===== config.mk =====
export PLATFORM = sky130hd
export DESIGN_NAME = register_write_packet_framer
export DESIGN_NICKNAME = d
export VERILOG_FILES = /design/src/design/rwpf_pkg.sv /design/src/design/rwpf_ctrl.sv /design/src/design/rwpf_datapath.sv /design/src/design/register_write_packet_framer.sv
export SDC_FILE = /design/constraint.sdc
export NUM_CORES = 1
export LEC_CHECK = 0
export BUFFER_PORTS_ARGS = -buffer_cell sky130_fd_sc_hd__buf_2
export CAP_MARGIN = 20
export CORE_ASPECT_RATIO = 1.25
export CORE_UTILIZATION = 59
export DETAILED_ROUTE_END_ITERATION = 7
export PLACE_DENSITY = 0.88
export SLEW_MARGIN = 20
export SYNTH_ARGS = -nofsm -noshare
export SYNTH_HDL_FRONTEND = slang
export SYNTH_SLANG_ARGS = --single-unit

===== constraint.sdc =====
create_clock -name clk_i -period 2.8 [get_ports clk_i]
set_clock_uncertainty 0.05 [all_clocks]
set_input_delay 0.14 -clock clk_i [delete_from_list [all_inputs] [get_ports clk_i]]
set_output_delay 0.14 -clock clk_i [all_outputs]
set_load 0.02 [all_outputs]

===== src/design/rwpf_pkg.sv =====
package rwpf_pkg;

  // Default for the largest element the reversal buffer holds.
  localparam int MAX_ELEMENT_BYTES_DEF = 8;

  // Width of the configuration register index.
  localparam int CFG_IDX_W = 2;

  // Configuration register indexes.
  localparam logic [CFG_IDX_W-1:0] CFG_HEADER_BYTE = 2'd0;
  localparam logic [CFG_IDX_W-1:0] CFG_ENDING_BYTE = 2'd1;

  // Input item modes.
  localparam logic MODE_START = 1'b0;
  localparam logic MODE_DATA  = 1'b1;

  // Source of the next transmitted byte.
  localparam logic [2:0] SEL_HEADER  = 3'd0;
  localparam logic [2:0] SEL_ADDR    = 3'd1;
  localparam logic [2:0] SEL_COUNT   = 3'd2;
  localparam logic [2:0] SEL_SIZE    = 3'd3;
  localparam logic [2:0] SEL_PAYLOAD = 3'd4;
  localparam logic [2:0] SEL_ENDING  = 3'd5;

  // One input request.
  typedef struct packed {
    logic       mode;
    logic [7:0] reg_addr;
    logic [7:0] byte_count;
    logic [7:0] element_size;
    logic [7:0] data_byte;
  } in_t;

  // One transmitted byte with its flags.
  typedef struct packed {
    logic [7:0] tx_byte;
    logic       end_of_run;
    logic       end_of_packet;
    logic       size_error;
  } out_t;

  // Commands from the controller to the datapath.
  typedef struct packed {
    logic       load_start;
    logic       store_byte;
    logic       emit;
    logic [2:0] sel;
    logic       last;
  } ctrl_cmd_t;

  // Status from the datapath to the controller.
  typedef struct packed {
    logic pkt_open;
    logic elem_full;
    logic rd_zero;
    logic out_free;
  } dp_stat_t;

endpackage


===== src/design/rwpf_ctrl.sv =====
module rwpf_ctrl (
  input  logic                 clk_i,
  input  logic                 rst_ni,
  input  logic                 in_valid_i,
  input  logic                 in_mode_i,
  output logic                 in_ready_o,
  input  rwpf_pkg::dp_stat_t   stat_i,
  output rwpf_pkg::ctrl_cmd_t  cmd_o
);

  localparam logic [1:0] S_IDLE = 2'd0;
  localparam logic [1:0] S_HDR  = 2'd1;
  localparam logic [1:0] S_PAY  = 2'd2;
  localparam logic [1:0] S_END  = 2'd3;

  logic [1:0] state_q, state_d;
  logic [1:0] step_q, step_d;

  // Next state and commands.
  always_comb begin
    state_d    = state_q;
    step_d     = step_q;
    in_ready_o = 1'b0;
    cmd_o      = '0;
    cmd_o.sel  = rwpf_pkg::SEL_HEADER;
    case (state_q)
      S_IDLE: begin
        in_ready_o = 1'b1;
        if (in_valid_i) begin
          if (in_mode_i == rwpf_pkg::MODE_START) begin
            cmd_o.load_start = 1'b1;
            step_d           = 2'd0;
            state_d          = S_HDR;
          end else if (stat_i.pkt_open) begin
            cmd_o.store_byte = 1'b1;
            if (stat_i.elem_full) begin
              state_d = S_PAY;
            end
          end
        end
      end
      S_HDR: begin
        case (step_q)
          2'd0:    cmd_o.sel = rwpf_pkg::SEL_HEADER;
          2'd1:    cmd_o.sel = rwpf_pkg::SEL_ADDR;
          2'd2:    cmd_o.sel = rwpf_pkg::SEL_COUNT;
          default: cmd_o.sel = rwpf_pkg::SEL_SIZE;
        endcase
        // The size byte ends the run only when no ending byte follows at once.
        cmd_o.last = (step_q == 2'd3) && stat_i.pkt_open;
        if (stat_i.out_free) begin
          cmd_o.emit = 1'b1;
          step_d     = step_q + 2'd1;
          if (step_q == 2'd3) begin
            state_d = stat_i.pkt_open ? S_IDLE : S_END;
          end
        end
      end
      S_PAY: begin
        cmd_o.sel  = rwpf_pkg::SEL_PAYLOAD;
        cmd_o.last = stat_i.rd_zero && stat_i.pkt_open;
        if (stat_i.out_free) begin
          cmd_o.emit = 1'b1;
          if (stat_i.rd_zero) begin
            state_d = stat_i.pkt_open ? S_IDLE : S_END;
          end
        end
      end
      S_END: begin
        cmd_o.sel  = rwpf_pkg::SEL_ENDING;
        cmd_o.last = 1'b1;
        if (stat_i.out_free) begin
          cmd_o.emit = 1'b1;
          state_d    = S_IDLE;
        end
      end
      default: begin
        state_d = S_IDLE;
      end
    endcase
  end

  // State registers.
  always_ff @(posedge clk_i or negedge rst_ni) begin
    if (!rst_ni) begin
      state_q <= S_IDLE;
      step_q  <= 2'd0;
    end else begin
      state_q <= state_d;
      step_q  <= step_d;
    end
  end

  // The ending byte is only sent once the packet has been closed.
  a_end_closed: assert property (@(posedge clk_i) disable iff (!rst_ni)
    state_q == S_END |-> !stat_i.pkt_open)
    else $error("ending byte pending while packet still open");

  // The output register is never overwritten while a byte waits in it.
  a_emit_free: assert property (@(posedge clk_i) disable iff (!rst_ni)
    cmd_o.emit |-> stat_i.out_free)
    else $error("byte emitted into an occupied output register");

endmodule


===== src/design/rwpf_datapath.sv =====
module rwpf_datapath #(
  parameter int MAX_ELEMENT_BYTES = rwpf_pkg::MAX_ELEMENT_BYTES_DEF
) (
  input  logic                             clk_i,
  input  logic                             rst_ni,
  input  logic                             cfg_we_i,
  input  logic [rwpf_pkg::CFG_IDX_W-1:0]   cfg_index_i,
  input  logic [7:0]                       cfg_data_i,
  input  rwpf_pkg::in_t                    in_data_i,
  input  rwpf_pkg::ctrl_cmd_t              cmd_i,
  output rwpf_pkg::dp_stat_t               stat_o,
  output logic                             out_valid_o,
  input  logic                             out_ready_i,
  output rwpf_pkg::out_t                   out_data_o
);

  localparam int IW = (MAX_ELEMENT_BYTES > 1) ? $clog2(MAX_ELEMENT_BYTES) : 1;
  localparam int SW = $clog2(MAX_ELEMENT_BYTES + 1);

  logic [7:0]    header_q, ending_q;
  logic [7:0]    addr_q, count_q, size_q;
  logic          err_q;
  logic          open_q, open_d;
  logic [SW-1:0] asize_q, asize_d;
  logic [IW-1:0] bidx_q, bidx_d;
  logic [IW-1:0] ridx_q, ridx_d;
  logic [7:0]    left_q, left_d;
  logic [7:0]    buffer_q [MAX_ELEMENT_BYTES];
  logic          out_valid_q;
  rwpf_pkg::out_t out_q;

  logic          start_bad;
  logic          elem_full;
  logic          out_free;
  logic [7:0]    left_sub;

  // Size check and element bookkeeping.
  assign start_bad = (in_data_i.element_size == 8'd0) ||
                     (in_data_i.element_size > 8'(MAX_ELEMENT_BYTES));
  assign elem_full = (SW'(bidx_q) + SW'(1)) == asize_q;
  assign left_sub  = left_q - 8'(asize_q);
  assign out_free  = !out_valid_q || out_ready_i;

  assign stat_o.pkt_open  = open_q;
  assign stat_o.elem_full = elem_full;
  assign stat_o.rd_zero   = (ridx_q == '0);
  assign stat_o.out_free  = out_free;

  // Configuration registers.
  always_ff @(posedge clk_i or negedge rst_ni) begin
    if (!rst_ni) begin
      header_q <= 8'd0;
      ending_q <= 8'd0;
    end else if (cfg_we_i) begin
      case (cfg_index_i)
        rwpf_pkg::CFG_HEADER_BYTE: header_q <= cfg_data_i;
        rwpf_pkg::CFG_ENDING_BYTE: ending_q <= cfg_data_i;
        default: ;
      endcase
    end
  end

  // Packet state updates.
  always_comb begin
    open_d  = open_q;
    asize_d = asize_q;
    bidx_d  = bidx_q;
    ridx_d  = ridx_q;
    left_d  = left_q;
    if (cmd_i.load_start) begin
      // A start request abandons any open packet.
      open_d  = !start_bad && (in_data_i.byte_count >= in_data_i.element_size);
      asize_d = start_bad ? '0 : in_data_i.element_size[SW-1:0];
      bidx_d  = '0;
      left_d  = in_data_i.byte_count;
    end else if (cmd_i.store_byte) begin
      if (elem_full) begin
        bidx_d = '0;
        ridx_d = IW'(asize_q - SW'(1));
        left_d = left_sub;
        open_d = left_sub >= 8'(asize_q);
      end else begin
        bidx_d = bidx_q + IW'(1);
      end
    end else if (cmd_i.emit && cmd_i.sel == rwpf_pkg::SEL_PAYLOAD) begin
      ridx_d = ridx_q - IW'(1);
    end
  end

  always_ff @(posedge clk_i or negedge rst_ni) begin
    if (!rst_ni) begin
      open_q  <= 1'b0;
      asize_q <= '0;
      bidx_q  <= '0;
      ridx_q  <= '0;
      left_q  <= 8'd0;
    end else begin
      open_q  <= open_d;
      asize_q <= asize_d;
      bidx_q  <= bidx_d;
      ridx_q  <= ridx_d;
      left_q  <= left_d;
    end
  end

  // Start fields kept for the header bytes.
  always_ff @(posedge clk_i) begin
    if (cmd_i.load_start) begin
      addr_q  <= in_data_i.reg_addr;
      count_q <= in_data_i.byte_count;
      size_q  <= in_data_i.element_size;
      err_q   <= start_bad;
    end
  end

  // Element buffer, filled in arrival order.
  always_ff @(posedge clk_i) begin
    if (cmd_i.store_byte) begin
      buffer_q[bidx_q] <= in_data_i.data_byte;
    end
  end

  // Output register valid.
  always_ff @(posedge clk_i or negedge rst_ni) begin
    if (!rst_ni) begin
      out_valid_q <= 1'b0;
    end else if (cmd_i.emit) begin
      out_valid_q <= 1'b1;
    end else if (out_ready_i) begin
      out_valid_q <= 1'b0;
    end
  end

  // Output payload, selected by the controller.
  always_ff @(posedge clk_i) begin
    if (cmd_i.emit) begin
      out_q.end_of_run    <= cmd_i.last;
      out_q.end_of_packet <= (cmd_i.sel == rwpf_pkg::SEL_ENDING);
      out_q.size_error    <= err_q && (cmd_i.sel != rwpf_pkg::SEL_PAYLOAD);
      case (cmd_i.sel)
        rwpf_pkg::SEL_HEADER:  out_q.tx_byte <= header_q;
        rwpf_pkg::SEL_ADDR:    out_q.tx_byte <= addr_q;
        rwpf_pkg::SEL_COUNT:   out_q.tx_byte <= count_q;
        rwpf_pkg::SEL_SIZE:    out_q.tx_byte <= size_q;
        rwpf_pkg::SEL_PAYLOAD: out_q.tx_byte <= buffer_q[ridx_q];
        default:               out_q.tx_byte <= ending_q;
      endcase
    end
  end

  assign out_valid_o = out_valid_q;
  assign out_data_o  = out_q;

  // Payload bytes are only stored into an open packet.
  a_store_open: assert property (@(posedge clk_i) disable iff (!rst_ni)
    cmd_i.store_byte |-> open_q)
    else $error("payload byte stored with no open packet");

  // An open packet always has a valid size and at least one element to come.
  a_open_sane: assert property (@(posedge clk_i) disable iff (!rst_ni)
    open_q |-> (asize_q != '0) && (left_q >= 8'(asize_q)))
    else $error("open packet with inconsistent element bookkeeping");

endmodule


===== src/design/register_write_packet_framer.sv =====
// Register-write packet framer.
// Input channel (in_valid_i / in_ready_o / in_data_i): a start request
// (mode 0) opens a packet and yields header, address, count and size bytes,
// plus the ending byte at once when the size is bad or no whole element fits.
// A data request (mode 1) stores one payload byte; the request that completes
// an element yields its bytes last-received first, then the ending byte after
// the final element. Data with no open packet is dropped.
// Output channel (out_valid_o / out_ready_i / out_data_o): one byte per
// transfer, end_of_run marks the last byte caused by an input request.
// Configuration channel (cfg_*): header and ending bytes, always ready.
// Timing: after a start is accepted the controller state and then the output
// register are updated before the first byte appears; the controller emits one
// byte per cycle into the output register while it is free, and the input is
// ready again as soon as the last byte is loaded. A data byte that does not
// finish an element leaves the controller idle and the input ready.
// When the receiver stalls, the controller holds in its state until the
// output register frees up. Reset closes any packet and clears both
// configuration bytes; no clearing pass is needed.
module register_write_packet_framer #(
  parameter int MAX_ELEMENT_BYTES = rwpf_pkg::MAX_ELEMENT_BYTES_DEF
) (
  input  logic                           clk_i,
  input  logic                           rst_ni,
  input  logic                           in_valid_i,
  output logic                           in_ready_o,
  input  rwpf_pkg::in_t                  in_data_i,
  output logic                           out_valid_o,
  input  logic                           out_ready_i,
  output rwpf_pkg::out_t                 out_data_o,
  input  logic                           cfg_valid_i,
  output logic                           cfg_ready_o,
  input  logic [rwpf_pkg::CFG_IDX_W-1:0] cfg_index_i,
  input  logic [7:0]                     cfg_data_i
);

  rwpf_pkg::ctrl_cmd_t cmd;
  rwpf_pkg::dp_stat_t  stat;

  // Configuration writes are taken in any cycle.
  assign cfg_ready_o = 1'b1;

  rwpf_ctrl u_ctrl (
    .clk_i      (clk_i),
    .rst_ni     (rst_ni),
    .in_valid_i (in_valid_i),
    .in_mode_i  (in_data_i.mode),
    .in_ready_o (in_ready_o),
    .stat_i     (stat),
    .cmd_o      (cmd)
  );

  rwpf_datapath #(
    .MAX_ELEMENT_BYTES (MAX_ELEMENT_BYTES)
  ) u_datapath (
    .clk_i       (clk_i),
    .rst_ni      (rst_ni),
    .cfg_we_i    (cfg_valid_i),
    .cfg_index_i (cfg_index_i),
    .cfg_data_i  (cfg_data_i),
    .in_data_i   (in_data_i),
    .cmd_i       (cmd),
    .stat_o      (stat),
    .out_valid_o (out_valid_o),
    .out_ready_i (out_ready_i),
    .out_data_o  (out_data_o)
  );

endmodule

## After elaboration in Yosys (flattened, before gate mapping)

Memories as Yosys holds them, arrays and structs flattened.
Index checks and enable logic that the tools add are counted.

- Register bits after elaboration: 76
- Bits in latches: 0
- Memory bits (writable): 64
- Memory bits (read-only): 0
- Bits of input ports: 48
- Memories: 1

Memories:

| name | words | width | read ports | clocked after Yosys merged registers in | wr ports | RTL line | source |
|---|---|---|---|---|---|---|---|
| u_datapath.buffer_q | 8 | 8 | 1 | 0 | 1 | rwpf_datapath.sv:28 | `logic [7:0] buffer_q [MAX_ELEMENT_BYTES];` |

- Add/subtract/negate cells: 6
- $mul: 0
- Div/mod/pow operators: 0
- $lt $le $gt $ge: 3
- Eq/ne operators: 24
- Shifts and indexed selects: 0
- Multiplexer cells: 42
- Bitwise gates (word level): 1
- Reduce and logical (&&, ||, !) cells: 26

Operator list:

| kind | count |
|---|---|
| one-hot mux 8 bit (5 select lines) | 1 |
| 2-to-1 mux 2 bit | 15 |
| 2-to-1 mux 8 bit | 3 |
| 2-to-1 mux 3 bit | 6 |
| one-hot mux 5 bit (3 select lines) | 1 |
| 2-to-1 mux 1 bit | 12 |
| != test 2 x 1 -> 1 bit (second input constant) | 6 |
| nonzero test 2 bit | 5 |
| equality test 2 bit (second input constant) | 4 |
| greater-or-equal comparator 8 x 4 -> 1 bit | 1 |
| greater-or-equal comparator 8 bit | 1 |
| > comparator 8 x 4 -> 1 bit (second input constant) | 1 |
| logical NOT 8 bit | 1 |
| one-hot mux 2 bit (4 select lines) | 1 |
| AND reduction 8 bit | 1 |
| subtractor 8 x 4 -> 8 bit | 1 |
| equality test 2 x 1 -> 1 bit (second input constant) | 3 |
| equality test 3 x 2 -> 1 bit (second input constant) | 2 |
| equality test 3 bit (second input constant) | 2 |
| logical NOT 2 bit | 3 |
| logical NOT 3 bit | 2 |
| != test 3 x 2 -> 1 bit (second input constant) | 2 |
| one-hot mux 2 bit (3 select lines) | 1 |
| AND reduction 2 bit | 3 |
| other kinds (16) | 24 |

## Depth between registers and ports, before layout

Gate-level depths: netlist of the first run.

- Depth after elaboration: 8
- Depth in mapped cells: 11
- Depth with buffers taken out: 11

## Modules after synthesis

From an unflattened synthesis of the first run, not the netlist that was laid out.

- Cell total of the unflattened synthesis: 468
- Area, all modules: 6633.9 sq um

Modules (own cells, without submodules):

| module | instances | cells each | area each (sq um) |
|---|---|---|---|
| rwpf_datapath | 1 | 404 | 6137.1 |
| rwpf_ctrl | 1 | 62 | 485.5 |
| register_write_packet_framer | 1 | 2 | 11.3 |

## Worst setup path before layout of the first run

No wires, ideal clock.

- Kind: reg2reg
- Start point: register u_ctrl.state_q[0]
- End point: memory u_datapath.buffer_q[0][0] (enable)
- Library setup time: 0.395 ns
- Arrival time: 2.212 ns
- Required time: 2.355 ns
- Setup slack: 0.143 ns
- Stages on the path, launching flop included: 6
- Path buffers: 1
- Clock period less this slack: 2.657 ns
- Cell sequence: dfrtp_1 -> inv_1 -> ha_1 -> nand4_1 -> clkbuf_1 -> nor4_1

- Word-level cells in the longest chain between the ends: 4

Ends and longest elaborated chain:

| element | RTL line | source |
|---|---|---|
| start: declaration | rwpf_ctrl.sv:16 | `logic [1:0] state_q, state_d;` |
| start signal: assignment | rwpf_ctrl.sv:89 | `state_q <= state_d;` |
| logical NOT 2 bit | rwpf_ctrl.sv:26 | `case (state_q)` |
| 2-to-1 mux 2 bit | rwpf_ctrl.sv:26 |  |
| 2-to-1 mux 1 bit | rwpf_datapath.sv:118 | `if (cmd_i.store_byte) begin` |
| 2-to-1 mux 1 bit (not written as such) | rwpf_datapath.sv:119 | `buffer_q[bidx_q] <= in_data_i.data_byte;` |
| end: declaration | rwpf_datapath.sv:28 |  |

Every way passes these cells.

## Final worst setup path of the first run

- Start point: register u_datapath.asize_q[1]
- End point: register u_datapath.open_q

- Word-level cells in the longest chain between the ends: 5

Ends and longest elaborated chain:

| element | RTL line | source |
|---|---|---|
| start: declaration | rwpf_datapath.sv:24 | `logic [SW-1:0] asize_q, asize_d;` |
| start signal: assignment | rwpf_datapath.sv:99 | `asize_q <= asize_d;` |
| subtractor 8 x 4 -> 8 bit | rwpf_datapath.sv:41 | `assign left_sub = left_q - 8'(asize_q);` |
| greater-or-equal comparator 8 x 4 -> 1 bit | rwpf_datapath.sv:81 | `open_d = left_sub >= 8'(asize_q);` |
| 2-to-1 mux 1 bit | rwpf_datapath.sv:77 | `if (elem_full) begin` |
| 2-to-1 mux 1 bit | rwpf_datapath.sv:76 | `end else if (cmd_i.store_byte) begin` |
| 2-to-1 mux 1 bit | rwpf_datapath.sv:70 | `if (cmd_i.load_start) begin` |
| end signal: assignment | rwpf_datapath.sv:98 | `open_q <= open_d;` |
| end: declaration | rwpf_datapath.sv:23 | `logic open_q, open_d;` |

Several ways; a longest one is shown, not always the timed one. The select of a mux whose other input is x is not followed.
A chain may end at the register's enable or synchronous reset.

==> results of run 1 <==
[through the flow]
step / hold WS [ps] / setup WS [ps]
3_3_place_gp: 267 / 181
2_1_floorplan: -206 / 143
4_1_cts: 55.9 / 92.8
6_report: 62.4 / 109
5_1_grt: 105 / -0.578
3_5_place_dp: 269 / 108
[kinds of logic after synthesis]
logic type	share of synthesized area, %
AO/OA/AOI/OAI	9.11
adder cells (fa/ha/maj)	5.62
XOR/XNOR	1.04
other	0.0569
buffers and inverters	2.83
flip-flops	60.7
multiplexers	13.4
AND/OR/NAND/NOR	7.21
[worst max path at each step]
stage / start / end / slack (ps) / depth (start not counted)
global placement: u_datapath.left_q[1] / u_datapath.open_q / 180 / 9
global route: u_datapath.asize_q[1] / u_datapath.open_q / -0.6 / 10
finish: u_datapath.asize_q[1] / u_datapath.open_q / 110 / 10
CTS: u_datapath.left_q[1] / u_datapath.open_q / 90 / 9
detailed placement: u_datapath.left_q[1] / u_datapath.open_q / 110 / 9
floorplan: u_ctrl.state_q[0] / u_datapath.buffer_q[0][0] / 140 / 5
[cell usage after synthesis, types with 4 or more instances]
cell type  instances
a22o_1            11
nor4_1             4
nor2_1            16
xor2_1             4
dfrtp_1           40
nor3_1            11
a21oi_1           16
o21ai_0           22
nand3_1            9
nand4_1            4
nor2b_1            4
ha_1              28
buf_2              4
mux2_2            36
nand2_1           21
nand2b_1           7
mux4_2            16
clkbuf_1           4
o22ai_1            4
mux2i_1           12
inv_1             25
edfxtp_1         100
[worst max-delay path, cell delays in order, from the launching register on]
cell and delay [ps]:
dfrtp_1 380, inv_1 70, ha_1 270, nor2b_1 150, o31a_1 290, a21oi_2 150, ha_1 280, a2111oi_2 360
nand2_1 110, o311ai_2 280, o211ai_1 160
[registers in the layout, summed over array words and instances, names as in the netlist, 2 cells and up]
| register | count |
|---|---|
| u_datapath.buffer_q | 64 |
| u_datapath.out_data_o | 11 |
| u_datapath.addr_q | 8 |
| u_datapath.count_q | 8 |
| u_datapath.ending_q | 8 |
| u_datapath.header_q | 8 |
| u_datapath.left_q | 8 |
| u_datapath.size_q | 8 |
| u_datapath.asize_q | 4 |
| u_datapath.bidx_q | 3 |
| u_datapath.ridx_q | 3 |
| u_ctrl.state_q | 2 |
| u_ctrl.step_q | 2 |
[routing by layer]
layer	wire, microns	vias to the layer above	GRT usage, %
met1	6020	2359	38.6
met2	9110	338	55.4
met3	1580	101	8.11
met4	1330	0	22.3
met5	0	-	0
li1	-	2028	-
[repair_timing]
item	4_1_cts	5_1_grt
hold endpoints to repair	152	0
hold buffers	42	0
gates resized for setup	0	5
buffers inserted	0	2
endpoints found under the setup margin	0	1
[power by group through the flow]
stage                     Combinational (mW)  Clock, mW  Sequential [mW]
after CTS                               2.76       2.08             2.91
after global placement                  2.52          0             2.92
final                                   2.96       2.09             2.94
after global routing                    3.18       2.17             2.98
after detailed placement                2.67          0             2.94
after floorplan                         1.88          0             2.95
[cell type report]
class / instances / area (sq um) / share of cell area (%)
Sequential cell: 140 / 4000 / 49.1
Multi-Input combinational cell: 277 / 2420 / 29.7
Timing Repair Buffer: 127 / 933 / 11.4
Clock buffer: 18 / 429 / 5.26
Tap cell: 132 / 165 / 2.02
Clock inverter: 14 / 109 / 1.33
Inverter: 25 / 93.8 / 1.15
==> flow_summary.toml, run 1 <==
[run_status]
status = "complete, no violations"

[cells_and_area]
fin_util_pct = 76.1
syn_to_final_growth_pct = 23.7
mostFrequentLayoutCell = "edfxtp_1"
final_area_sq_mm = 0.00816
drive_gt1_share_pct = 30.1
nFillCells = 568
finalNonFillerCells = 733
final_nets = 665
n_antenna_cell = 0
layout_common_cells = "100 x edfxtp_1, 60 x buf_2, 42 x dlygate4sd3_1"

[synth]
yosysWarnings = 0
synth_top_area_cell = "edfxtp_1"
synth-seq-cells = 140
synth_edf_count = 100
avgSynthCellArea_sq_um = 14.4
yosysSeqAreaShare_pct = 60.7
synthArstFlopShare_pct = 28.6
synth_nets = 535
synth_area_leaders = "edfxtp_1 46%, dfrtp_1 15%, mux2_2 6.1%, mux4_2 5.5%, ha_1 5.3%"
syn_area_sq_mm = 0.00660
syn_inst = 458
yosys.cell_types.count = 63
synth.top_cell.area_share_pct = 45.5
ys.flop_type = "edfxtp_1"

[hold_path]
hold_end = "u_datapath.out_valid_o"
min_from = "out_ready_i"
hold_depth = 3
worstHoldPathType = "input pin to flop"

[critical_path]
cp-end-kind = "flop"
rr_endpoint = "u_datapath.open_q"
r2r-start = "u_datapath.asize_q[1]"
start_kind = "flop"
cp_max_fo = 3
cp.arrival_ps = 2900
reg2reg_depth = 10
crit_type = "flop to flop"
reg2reg_slack_ps = 110
crit_required_ps = 3010

[floorplanning]
pin_count = 62
die_area_sq_mm = 0.0116
start_util_pct = 61.5
rows = 42
die_x_microns = 96.6
fp.dieH_microns = 120
core_sq_mm = 0.0107

[global_route]
track_usage_pct = 33.8
grt_pass1_wl_mm = 27.6
grt_pass1_vias = 5010
grt_max_degree = 41
antenna_found_initial = 0
overflow = 0

[pwr]
power_density_mw_per_mm2 = 980
p_int_mw = 5.10
p_sw_mw = 2.90
comb_power_share_pct = 37.1
switching_share_pct = 36.3
power_leakage_nw = 3.18
p_clk_share_pct = 26.1
finalPower_mw = 8.00
pwr-share-seq_pct = 36.8
vdd_drop_max_mv = 0.485

[sta]
finalHoldViolations = 0
final-setup-viol-count = 0
tightest_slew_ps = 972
max_freq_ghz = 0.372
fin_crit_sh_pct = 96.1
fin_crit_ps = 2690
setup-tns-final_ps = 0
relSlewSlack_pct = 35.2
drv_slew = 0

[cts]
htreeDepth = 4
ctsRootBufferMaster = "clkbuf_16"
clk_pin_slew_ps = 60
numCtsBuffers = 17
cts_tree = "done"
clockBufferDepth = 2
cts_sinks = 140
worstSkewPairLatency_ps = 430

[route]
antenna_left = 0
drcViolationCount = 0
viasPerCell = 6.58
drt_iter0_markers = 470
drt_first_pass_iters = 5
wl_mm = 18.0
wl_per_cell_microns = 24.6
routed-via-count = 4826

[placed_design]
gp_congestion = 0.925
numPlacedInstances = 657
port_buffers = 60
dpl_cell_area_sq_mm = 0.00717
dpl.hpwl_mm = 10.5

[job]
cap_violations = 0
Note: power is estimated with default switching activity, not from simulation.
==> inputs of run 2 (changes only) <==
- REMOVE_ABC_BUFFERS: default -> 1
- clock period: 2.8 -> 3 ns (I/O delays scaled with it)
==> run 2 against run 1 <==
  * Sequential power is 6% lower
  * Combinational power down 11%
  * First-iteration DRC count up 1.9%
  * Global-route usage decreased by 2.0 points
  * Total power is 5.6% lower
  * Critical endpoint unchanged
  * Highest routed layer unchanged
  * Utilization rose by 0.070 points
  * Sequential cell count unchanged
  * Clock-buffer cell count fell by 1
  * Wire length decreased by 5.9%
  * Design area about the same
  * Register-to-register slack improved by 50 ps
  * Largest cell class unchanged
  * Non-clock buffer count is 8 lower
==> flow_summary.toml, run 2 (synthesized netlist as in run 1, its figures left out) <==
[sta]
fin_crit_ps = 2840
relSlewSlack_pct = 33.8
drv_slew = 0
final-setup-viol-count = 0
rsz0062_at_grt = "false"
max_freq_ghz = 0.352
tightest_slew_ps = 993
fin_crit_sh_pct = 94.8
finalHoldViolations = 0

[placed_design]
dpl.hpwl_mm = 10.1
gp_congestion = 0.899
numPlacedInstances = 651
port_buffers = 60

[global_route]
grt_pass1_wl_mm = 26.3
grt_max_degree = 41
antenna_found_initial = 0
overflow = 0
grt_pass1_vias = 4914
track_usage_pct = 31.7

[route]
wl_mm = 17.0
routed-via-count = 4719
drt_iter0_markers = 479
wl_per_cell_microns = 23.4
drcViolationCount = 0
viasPerCell = 6.51
drt_first_pass_iters = 5
antenna_left = 0

[cts]
clk_pin_slew_ps = 70
clockBufferDepth = 2
post_cts.repair.setup_buffers = 0
cts_sinks = 140
numCtsBuffers = 17
htreeDepth = 4
worstSkewPairLatency_ps = 420
cts_tree = "done"
ctsRootBufferMaster = "clkbuf_16"

[critical_path]
crit_required_ps = 3240
critPathBufInv = 1
cp_max_fo = 4
crit_type = "flop to flop"
r2r-start = "u_datapath.asize_q[2]"
path_delay_family = "compound AO/OA/AOI/OAI gates"
cp-end-kind = "flop"
crit_start = "u_datapath.asize_q[2]"
start_kind = "flop"
critPathSlowestCell = "dfrtp_1"
slowest_delay_ps = 440
cp.arrival_ps = 3080
crit_chain = "inv_1 > ha_1 > o21a_1 > o31a_1 > a21oi_1 > ha_1 > a2111oi_2 > nand2_1 > o311ai_1 > o211ai_1"
crit_top_cell = "ha_1"

[run_status]
status = "complete, no violations"

[pwr]
power_leakage_nw = 3.19
power_density_mw_per_mm2 = 924
finalPower_mw = 7.55
vdd_drop_max_mv = 0.673

[job]
cap_violations = 0

[cells_and_area]
n_antenna_cell = 0
largest_register = "u_datapath.buffer_q"
final_nets = 657
largest_reg_flops = 64
layout_common_cells = "100 x edfxtp_1, 60 x buf_2, 42 x dlygate4sd3_1"
syn_to_final_growth_pct = 23.8
mostFrequentLayoutCell = "edfxtp_1"
finalNonFillerCells = 725
drive_gt1_share_pct = 29.5

[floorplanning]
die_x_microns = 96.6
rows = 42
core_sq_mm = 0.0107
die_area_sq_mm = 0.0116
pin_count = 62
start_util_pct = 61.5
fp.dieH_microns = 120

[hold_path]
worstHoldPathType = "input pin to flop"
min_from = "out_ready_i"
==> run 2: tightest hold or removal path: stages <==
cell and delay, ps:
buf_2 80, nand2b_1 160, o21ai_0 100
==> run 2: power by group <==
| group | internal, mW | switching [mW] | total (mW) |
|---|---|---|---|
| combinational | 1.18 | 1.46 | 2.64 |
| clock | 1.20 | 0.950 | 2.15 |
| sequential | 2.45 | 0.298 | 2.75 |
| total | 4.84 | 2.71 | 7.55 |
==> run 2: path summary, 6_finish.rpt <==
check	to	slack (ps)	cells after the start
max in group asynchronous	u_datapath.ridx_q[1]	1900	2
max reg2reg	u_datapath.open_q	160	10
min	u_datapath.out_valid_o	80	3
max	u_datapath.open_q	160	10
min in group asynchronous	u_datapath.left_q[3]	380	2
min reg2reg	u_datapath.header_q[4]	460	1
==> run 2: repair_timing <==
action	CTS	global route
hold buffers	42	0
resized for setup	0	4
setup endpoints to repair	0	1
endpoints found under the hold margin	150	0
==> run 2: layout make-up <==
class                      instances  area, sq um
fill                             585         2560
clock inverter                    15          191
tap                              132          165
clock buffer                      17          425
sequential                       140         4000
multi-input combinational        277         2410
inverter                          25         93.8
timing repair buffer             119          873
==> run 2: stage by stage <==
step | util, % | setup TNS [ps] | area (sq um) | hold slack (ps) | setup slack [ps]
after floorplan | - | -40.6 | 6500 | -196 | -40.6
after global placement | 66.4 | 0 | 7120 | 276 | 269
after detailed placement | 66.4 | 0 | 7120 | 278 | 125
after CTS | 76.1 | 0 | 8160 | 81.1 | 41.4
after global routing | 76.2 | 0 | 8160 | 105 | 27.9
final | 76.2 | 0 | 8160 | 82.1 | 155
==> run 2: routing by layer <==
layer / global-route usage (%) / vias to the layer above / wire length [microns]
li1: - / 2005 / -
met1: 38.5 / 2325 / 6090
met2: 52.2 / 314 / 8640
met3: 6.92 / 75 / 1330
met4: 16.9 / 0 / 912
met5: 0 / - / 0
